==> src/hdl/mipssc_wrap.sv <==
// Three-stage reduction of a 32-bit byte address modulo the memory size:
// reciprocal multiply, back-multiply, one correcting subtract. No dependencies.
module mipssc_wrap #(
  parameter int DATA_MEM_BYTES = 65536
) (
  input  logic                              clk,
  input  logic                              rst,
  input  logic                              in_valid,
  input  logic [31:0]                       x,
  output logic                              out_valid,
  output logic [$clog2(DATA_MEM_BYTES)-1:0] r
);
  localparam int ADDR_W  = $clog2(DATA_MEM_BYTES);
  localparam int RECIP_W = 34 - ADDR_W;
  localparam int PROD_W  = 32 + RECIP_W;
  localparam int QN_W    = RECIP_W + ADDR_W + 1;
  localparam logic [63:0] RECIP_FULL = 64'h1_0000_0000 / 64'(DATA_MEM_BYTES);
  localparam logic [RECIP_W-1:0] RECIP = RECIP_W'(RECIP_FULL);
  localparam logic [ADDR_W:0] MODV = (ADDR_W + 1)'(DATA_MEM_BYTES);

  logic [1:0]         vld;
  logic [PROD_W-1:0]  xm, prod1;
  logic [31:0]        x1, x2, prod2;
  logic [RECIP_W-1:0] q;
  logic [QN_W-1:0]    qn;
  logic [31:0]        diff;
  logic [ADDR_W:0]    dlow;

  assign xm   = PROD_W'(x) * PROD_W'(RECIP);
  assign q    = prod1[PROD_W-1:32];
  assign qn   = QN_W'(q) * QN_W'(MODV);
  // quotient estimate is low by at most one, so the remainder is below 2N
  assign diff = x2 - prod2;
  assign dlow = diff[ADDR_W:0];

  always_ff @(posedge clk) begin
    if (rst) begin
      vld       <= '0;
      out_valid <= 1'b0;
    end else begin
      vld       <= {vld[0], in_valid};
      out_valid <= vld[1];
    end
  end

  always_ff @(posedge clk) begin
    prod1 <= xm;
    x1    <= x;
    prod2 <= qn[31:0];
    x2    <= x1;
    r     <= (dlow >= MODV) ? ADDR_W'(dlow - MODV) : dlow[ADDR_W-1:0];
  end

endmodule

==> config.mk <==
export PLATFORM = sky130hd
export DESIGN_NAME = mipssc_wrap
export DESIGN_NICKNAME = d
export VERILOG_FILES = /design/src/hdl/mipssc_wrap.sv
export SDC_FILE = /design/constraint.sdc
export NUM_CORES = 1
export LEC_CHECK = 0
export BUFFER_PORTS_ARGS = -buffer_cell sky130_fd_sc_hd__buf_4
export CAP_MARGIN = 20
export CELL_PAD_IN_SITES_DETAIL_PLACEMENT = 0
export CELL_PAD_IN_SITES_GLOBAL_PLACEMENT = 1
export CORE_MARGIN = 2
export CORE_UTILIZATION = 38
export CTS_BUF_LIST = sky130_fd_sc_hd__clkbuf_2
export DETAILED_ROUTE_END_ITERATION = 8
export PLACE_DENSITY = 0.87
export SLEW_MARGIN = 15
export SYNTH_ARGS = -nofsm -noshare
export SYNTH_HDL_FRONTEND = slang
export SYNTH_SLANG_ARGS = --single-unit
==> constraint.sdc <==
create_clock -name clk -period 0.8 [get_ports clk]
set_input_delay 0 -clock clk [delete_from_list [all_inputs] [get_ports clk]]
set_output_delay 0 -clock clk [all_outputs]
set_load 0.005 [all_outputs]
==> run_results.csv <==
group,metric,value,unit
logic_synthesis,yosysSeqAreaShare,98.2,%
timing,period_share,105,%
critical_path,path_buf_inv,1,
logic_synthesis,synthCells,54,
logic_synthesis,avgSynthCellArea,19.3,sq um
logic_synthesis,syn_nets,89,
logic_synthesis,synth_top_area_share,98.2,%
place,dpl-instance-area,1340,sq um
timing,drv_slew,0,
power_and_ir_drop,switching_share,19.4,%
timing,grt_setup_unrepaired,"yes",
logic_synthesis,yosys-top-cells-area,"dfxtp_1, nor2b_1",
critical_path,worst_setup_path_start_kind,"flip-flop",
timing,finalSetupTns,-0.466,ns
timing,tightest_slew,0.206,ns
timing,timing.fmax,1190,MHz
floorplanning,die_area,3170,sq um
global_routing,grt_pass1_vias,554,
timing,setup_slack,-0.0386,ns
routing,vias,553,
critical_path,worstPathCellList,"buf_4",
clocking,cts_tree,"done",
logic_synthesis,ys_top_cells_by_count,"dfxtp_1, nor2b_1",
critical_path,worstSetupEndpointType,"primary output",
critical_path,rrSetupSlack,0.26,ns
job,max_cap_violations,0,
floorplanning,fp.dieW,56.3,um
critical_path,crit_type,"reg2out",
power_and_ir_drop,power_frac_comb,6.0,%
logic_synthesis,synth_seq_cells,51,
power_and_ir_drop,power_frac_seq,71.8,%
final_layout,syn_to_final_growth,55.2,%
routing,routed_wl,1380,um
floorplanning,die_h,56.3,um
logic_synthesis,synthArstFlopShare,0,%
global_routing,track_usage,10.3,%
final_layout,drive_gt1_share,46.5,%
clocking,numCtsBuffers,5,
logic_synthesis,ys_types,2,
power_and_ir_drop,power_frac_clock,22.2,%
global_routing,grt_first_pass_wirelength,2350,um
routing,drt_first_pass_iters,2,
power_and_ir_drop,power_per_cell_area,2350,nW/um^2
power_and_ir_drop,intPower,0.00305,W
final_layout,layout.nets,149,
final_layout,design_area,1610,sq um
final_layout,fill_cells,199,
final_layout,fin_util,63.4,%
clocking,clock-sinks,51,
global_routing,grt_overflow,0,
floorplanning,io_pins,52,
place,portBuffers,35,
timing,finalCriticalPeriod,0.839,ns
clocking,post_cts_buffers,0,
clocking,cts-root-buf,"clkbuf_2",
global_routing,antenna_found_initial,0,
status,status,"finished with violations",
clocking,htreeDepth,2,
logic_synthesis,synth.most_common_cell,"dfxtp_1",
critical_path,crit_family,"flip-flops",
clocking,clock_latency,0.37,ns
routing,wl_per_cell,9.60,um
min_path,hold_class,"in2reg",
logic_synthesis,ys_warn_count,0,
power_and_ir_drop,p_sw,0.000734,W
power_and_ir_drop,leakage,0.722,nW
final_layout,antennaDiodeCount,0,
routing,route.detailed.drc,0,
routing,via_per_inst,3.84,
routing,ant_nets,0,
floorplanning,initial_core_util,40.9,%
floorplanning,num_rows,18,
critical_path,critPathRequiredTime,0.80,ns
critical_path,crit_fanout,1,
logic_synthesis,synth_edf_count,0,
global_routing,grt_start_max_net_pins,15,
clocking,clockBufferDepth,2,
timing,final-setup-viol-count,17,
critical_path,critical_path_arrival,0.84,ns
logic_synthesis,synth_flop_cell,"dfxtp_1",
floorplanning,core_area,2540,sq um
timing,relSlewSlack,86.3,%
place,gp_congestion,0.588,
critical_path,cp_slowest_stage_delay,0.35,ns
clocking,path_clk_slew,0.21,ns
logic_synthesis,synth_area_leader_cell,"dfxtp_1",
power_and_ir_drop,vdd_drop_max,0.00161,V
critical_path,crit_slowest_cell,"dfxtp_1",
place,dpl_worst_slack,0.290,ns
logic_synthesis,synth_area,1040,sq um
timing,fin_skew,0.0114,ns
timing,hold_viol,0,
routing,drt_iter0_markers,3,
status,violations,"setup timing",
-- registers in the layout (all words and copies together), names as in the netlist --
name / flops
out_valid: 1
r: 16
x2: 16
prod1: 16
vld: 2
-- cells by family after synthesis --
| family | count (synthesis) | share of synthesized area, % |
|---|---|---|
| flops | 51 | 98.2 |
| simple gates | 3 | 1.81 |
-- power groups by stage --
stage	Combinational [W]	Clock, W	Sequential, W
3_3_place_gp	0.000138	0	0.00276
2_1_floorplan	0.00000398	0	0.00276
5_1_grt	0.000244	0.00102	0.00274
6_report	0.000228	0.000839	0.00272
4_1_cts	0.000219	0.000903	0.00272
3_5_place_dp	0.000142	0	0.00276
-- per-stage QoR --
| stage | cells | hold slack, ns | total power, W |
|---|---|---|---|
| floorplan | 54 | 0.0277 | 0.00276 |
| global placement | 119 | 0.104 | 0.00289 |
| detailed placement | 119 | 0.105 | 0.00290 |
| CTS | 144 | 0.213 | 0.00384 |
| global route | 144 | 0.200 | 0.00401 |
| finish | 144 | 0.246 | 0.00379 |
-- worst paths after layout --
check | startpoint | depth (start not counted) | to
worst min register to register | x2[0] | 0 | r[0]
worst max register to register | vld[1] | 1 | out_valid
worst max-delay path | r[15] | 1 | r[15]
worst min-delay path | x[15] | 2 | prod1[31]
-- cell usage in the layout (no fill, tap or decap) --
| cell | n |
|---|---|
| buf_4 | 23 |
| buf_6 | 12 |
| clkbuf_2 | 5 |
| clkinv_1 | 1 |
| clkinv_2 | 1 |
| dfxtp_1 | 39 |
| dfxtp_2 | 12 |
| dlygate4sd3_1 | 18 |
| nor2b_1 | 3 |
-- layout make-up --
type	count	area (sq um)	share of cell area [%]
Clock buffer	5	25.0	1.55
Clock inverter	2	8.76	0.543
Multi-Input combinational cell	3	18.8	1.16
Sequential cell	51	1040	64.2
Tap cell	30	37.5	2.33
Timing Repair Buffer	53	488	30.2
-- metal layers --
metal	share of wire [%]	global-route usage, %
met5	0	0
met1	31	9.20
met4	0	4.08
met3	6.7	5.07
met2	62	19.5
-- timing repair --
action / CTS / global route
endpoints found under the setup margin: 17 / 17
endpoints found under the hold margin: 19 / 0
hold buffers: 18 / 0
resized for setup: 10 / 14
pin swaps: 0 / 0
Power figures use the tool's default switching activity.
