**src/hdl/mipssc_pkg.sv**
```systemverilog
// Shared definitions for the MIPS subset core: ISA codes, item codes and
// the control structs passed between the core and its memories. No dependencies.
package mipssc_pkg;

  // Primary opcodes, instruction[31:26]. The all-ones word decodes as halt.
  localparam logic [5:0] OP_RTYPE = 6'h00;
  localparam logic [5:0] OP_J     = 6'h02;
  localparam logic [5:0] OP_BEQ   = 6'h04;
  localparam logic [5:0] OP_ADDIU = 6'h09;
  localparam logic [5:0] OP_LW    = 6'h23;
  localparam logic [5:0] OP_SW    = 6'h2B;
  localparam logic [5:0] OP_HALT  = 6'h3F;

  // ALU select, funct[2:0] of R-type words
  localparam logic [2:0] ALU_ADDU = 3'd1;
  localparam logic [2:0] ALU_SUBU = 3'd3;
  localparam logic [2:0] ALU_AND  = 3'd4;
  localparam logic [2:0] ALU_OR   = 3'd5;
  localparam logic [2:0] ALU_NOR  = 3'd7;

  // Item kind on the input channel
  localparam logic ITEM_EXEC    = 1'b0;
  localparam logic ITEM_PRELOAD = 1'b1;

  typedef struct packed {
    logic        en;
    logic [4:0]  addr;
    logic [31:0] data;
  } rf_wr_t;

  typedef struct packed {
    logic write;
    logic read;
  } dmem_ctl_t;

endpackage

```
**src/hdl/mipssc_regfile.sv**
```systemverilog
// 32 x 32 register file: two registered read ports, one write port.
// Per-entry valid bits make the whole file read as zero after reset. Uses mipssc_pkg.
module mipssc_regfile (
  input  logic                clk,
  input  logic                rst,
  input  logic                re,
  input  logic [4:0]          raddr_a,
  input  logic [4:0]          raddr_b,
  output logic [31:0]         rdata_a,
  output logic [31:0]         rdata_b,
  input  mipssc_pkg::rf_wr_t  wr
);
  import mipssc_pkg::*;

  logic [31:0] mem [32];
  logic [31:0] valid;

  always_ff @(posedge clk) begin
    if (rst) begin
      valid <= '0;
    end else if (wr.en) begin
      valid[wr.addr] <= 1'b1;
    end
  end

  always_ff @(posedge clk) begin
    if (wr.en) begin
      mem[wr.addr] <= wr.data;
    end
  end

  // read-first: a write at the same edge is not seen here
  always_ff @(posedge clk) begin
    if (re) begin
      rdata_a <= valid[raddr_a] ? mem[raddr_a] : '0;
      rdata_b <= valid[raddr_b] ? mem[raddr_b] : '0;
    end
  end

endmodule

```
**config.mk**
```make
export PLATFORM = sky130hd
export DESIGN_NAME = mipssc_regfile
export DESIGN_NICKNAME = d
export VERILOG_FILES = /design/src/hdl/mipssc_pkg.sv /design/src/hdl/mipssc_regfile.sv
export SDC_FILE = /design/constraint.sdc
export NUM_CORES = 2
export LEC_CHECK = 0
export ABC_CLOCK_PERIOD_IN_PS = 4500
export BUFFER_PORTS_ARGS = -buffer_cell sky130_fd_sc_hd__buf_2
export CORE_MARGIN = 2
export CORE_UTILIZATION = 40
export DETAILED_ROUTE_END_ITERATION = 7
export GPL_TIMING_DRIVEN = 0
export PLACE_DENSITY = 0.62
export SYNTH_ARGS = -nofsm -noshare
export SYNTH_HDL_FRONTEND = slang
export SYNTH_SLANG_ARGS = --single-unit
```
**constraint.sdc**
```tcl
create_clock -name clk -period 4.5 [get_ports clk]
set_clock_uncertainty 0.15 [all_clocks]
set_input_delay 0.225 -clock clk [delete_from_list [all_inputs] [get_ports clk]]
set_output_delay 0.225 -clock clk [all_outputs]
set_load 0.005 [all_outputs]
```
==> flow_metrics.py <==
metrics = {
    "global_route": {
        "grt_pass1_wl_mm": 243,
        "met2_usage": 0.386,
        "grt_pass1_vias": 32600,
        "grt_max_degree": 61,
        "gr-usage-met3": 0.0708,
        "met1_usage": 0.370,
        "grt_usage": 0.263,
        "antenna_found_initial": 11,
        "grt_overflow_total": 0,
        "grt.busiest_layer": "met2",
    },
    "worst_hold_path": {
        "hold_start": "wr[35]",
        "min_to": "mem[16][7]",
        "hold_class": "input port to flip-flop",
        "min_path_cells": 3,
    },
    "setup_path": {
        "path_max_fanout": 10,
        "required_ns": 4.77,
        "r2r_start": "valid[31]",
        "rrSetupSlack_ns": 1.77,
        "reg2regPathDepth": 6,
        "cp-start-kind": "input port",
        "r2r_end": "rdata_a[18]",
        "worstPathArrival_ns": 3.55,
        "crit_type": "input port to flip-flop",
        "cp-end-kind": "flip-flop",
    },
    "yosys": {
        "ys_ff_latch": 1120,
        "synthArstFlopShare": 0,
        "synth_area_sq_um": 51700,
        "synthFlopType": "edfxtp_1",
        "yosysSeqAreaShare": 0.645,
        "netlist_instances": 3075,
        "synth_nets": 3126,
        "synth-edff-count": 1088,
        "ys_warn_count": 0,
        "synth_cell_types": 33,
        "avgSynthCellArea_sq_um": 16.8,
    },
    "die": {
        "die-width_um": 363,
        "dieArea_sq_um": 132000,
        "std_cell_rows": 131,
        "ios": 115,
        "fp.coreArea_sq_um": 128000,
        "initial_utilization": 0.404,
        "die_h_um": 363,
    },
    "pwr": {
        "power_density_nw_per_um2": 394,
        "p_leak_nw": 20.1,
        "ir_drop_uv": 294,
    },
    "route": {
        "first_pass_iters": 8,
        "antenna_left": 0,
        "drt-total-wl_mm": 176,
        "vias": 33500,
        "wire_per_inst_um": 34.2,
        "drc": 0,
        "drt_first_iter_violations": 5113,
        "vias_per_cell": 6.54,
    },
    "final_layout": {
        "nets": 3418,
        "drive_gt1_frac": 0.219,
        "nFillCells": 11000,
        "final_cell_count_no_fill": 5128,
        "area_delta_synth_final_pct": 14.7,
        "design_area_sq_um": 59300,
    },
    "clocking": {
        "cts-resized-gates": 0,
        "cts_root_buffer": "clkbuf_16",
        "cts_made_buffers": 114,
        "cts_sinks": 1120,
        "clk_path_buf_depth": 3,
        "htree_levels": 3,
        "insertion_delay_ns": 0.73,
        "cts_tree": "done",
        "clkTransAtPathRegs_ns": 0.07,
    },
    "sta": {
        "tns_ns": 0,
        "worst_slew_pin_slew_ns": 1.44,
        "report.final.slew_viol_count": 0,
        "period_share": 0.728,
        "rsz0062_at_grt": "false",
        "maxSlewHeadroom": 0.0424,
        "hold_violations": 0,
        "period_minus_slack_ns": 3.28,
        "final-setup-viol-count": 0,
        "fmax_mhz": 305,
    },
    "place": {
        "dpl.cell_count": 4879,
        "io_buffers": 108,
        "dpl_cell_area_sq_um": 55200,
        "dp.final_hpwl_mm": 123,
        "gp_congestion": 0.931,
    },
    "flow_run": {
        "maxCapViolations": 0,
    },
    "run_status": {
        "outcome": "completed",
    },
}
layout by cell type, fill, tap and decap left out, types with 29 or more instances in the layout:
cell type and instances:
dlygate4sd3_1 34, mux4_2 268, clkbuf_1 117, nor2_1 133, dfxtp_1 32, buf_2 174, clkinv_1 29, a21oi_1 64
nor2_4 32, a22oi_1 64, buf_6 39, mux2i_1 520, nand3_1 70, clkbuf_16 118, nor3_1 64, buf_12 31
and3_1 64, a221oi_1 256, o21ai_0 108, edfxtp_1 1088
metal layers:
metal / vias to the layer above / wire length (um)
met5: - / 66
met4: 12 / 8500
met3: 372 / 21700
met2: 2256 / 75400
met1: 17400 / 69900
li1: 13500 / -
area by class of cell:
class | count | area [sq um] | share of cell area
well taps | 1662 | 2080 | 0.0351
diodes | 2 | 5.00 | 0.0000844
multi-input cells | 1699 | 17100 | 0.289
plain buffers | 252 | 1470 | 0.0248
clock inverters | 72 | 614 | 0.0104
inverters | 4 | 15.0 | 0.000253
flip-flops and latches | 1120 | 33300 | 0.562
repair buffers | 176 | 1590 | 0.0268
clock buffers | 141 | 3090 | 0.0521
synth_stat cells, types with 3 or more instances:
| library cell | n | area share |
|---|---|---|
| nand2_1 | 3 | 0.00022 |
| or3b_2 | 3 | 0.00051 |
| a22oi_1 | 64 | 0.0093 |
| inv_1 | 4 | 0.00029 |
| mux2i_1 | 520 | 0.10 |
| o21ai_1 | 20 | 0.0019 |
| buf_6 | 39 | 0.0085 |
| clkbuf_2 | 6 | 0.00058 |
| mux4_2 | 268 | 0.12 |
| buf_2 | 67 | 0.0065 |
| mux2_2 | 4 | 0.00087 |
| edfxtp_1 | 1088 | 0.63 |
| nor2_1 | 165 | 0.012 |
| a221oi_1 | 256 | 0.043 |
| o211ai_1 | 4 | 0.00058 |
| nand3_1 | 70 | 0.0068 |
| clkbuf_1 | 99 | 0.0072 |
| a311oi_1 | 4 | 0.00068 |
| nor3_1 | 64 | 0.0062 |
| and3_1 | 64 | 0.0077 |
| buf_8 | 3 | 0.00087 |
| a21oi_1 | 64 | 0.0062 |
| nor2b_1 | 4 | 0.00048 |
| o21ai_0 | 108 | 0.010 |
| buf_1 | 10 | 0.00073 |
| dfxtp_1 | 32 | 0.012 |
| buf_4 | 27 | 0.0039 |
| nand3b_1 | 7 | 0.0010 |
state kept, by name, indices dropped and copies added (netlist names):
name,flops
mem,1024
rdata_b,32
valid,32
rdata_a,32
logic make-up after synthesis:
kind of cell           Yosys count  share of synthesized area
muxes                          792                      0.218
DFF                           1120                      0.645
buffers and inverters          256                     0.0287
and+or+nand+nor                387                     0.0358
AOI/OAI and AO/OA              520                     0.0725
how the worst max path moves through the flow:
| stage | startpoint | end | slack, ns | depth (start not counted) |
|---|---|---|---|---|
| 2_1_floorplan | wr[32] | mem[12][0] | 1.66 | 3 |
| 3_3_place_gp | wr[32] | mem[16][25] | -0.76 | 4 |
| 3_5_place_dp | raddr_a[3] | rdata_a[18] | 0.69 | 8 |
| 4_1_cts | raddr_a[3] | rdata_a[18] | 1.46 | 8 |
| 5_1_grt | raddr_a[3] | rdata_a[19] | 1.34 | 8 |
| 6_report | raddr_a[3] | rdata_a[18] | 1.22 | 8 |
what timing repair did:
action,CTS,global route
hold endpoints to repair,1120,0
hold buffers,34,0
buffers inserted,0,0
per-stage QoR:
stage          power (mW)  worst slack (ns)  utilization  hold WS (ns)
2_1_floorplan        13.0              1.66            -         0.147
5_1_grt              23.9              1.34        0.464         0.161
3_3_place_gp         13.9            -0.763        0.425         0.310
6_report             23.4              1.22        0.464         0.163
4_1_cts              23.4              1.46        0.464         0.134
3_5_place_dp         14.0             0.692        0.432         0.314
critical path, cell delays in order:
cell,delay (ns)
buf_2,0.14
inv_1,0.14
clkbuf_1,1.07
clkbuf_1,0.78
a221oi_1,0.20
a22oi_1,0.26
nand3_1,0.26
and3_1,0.44
where the power goes:
group          switching, mW  internal (mW)
clock                   4.12           5.42
combinational           1.45          0.736
sequential            0.0612           11.6
No activity file was read; power rests on OpenSTA's default activity.
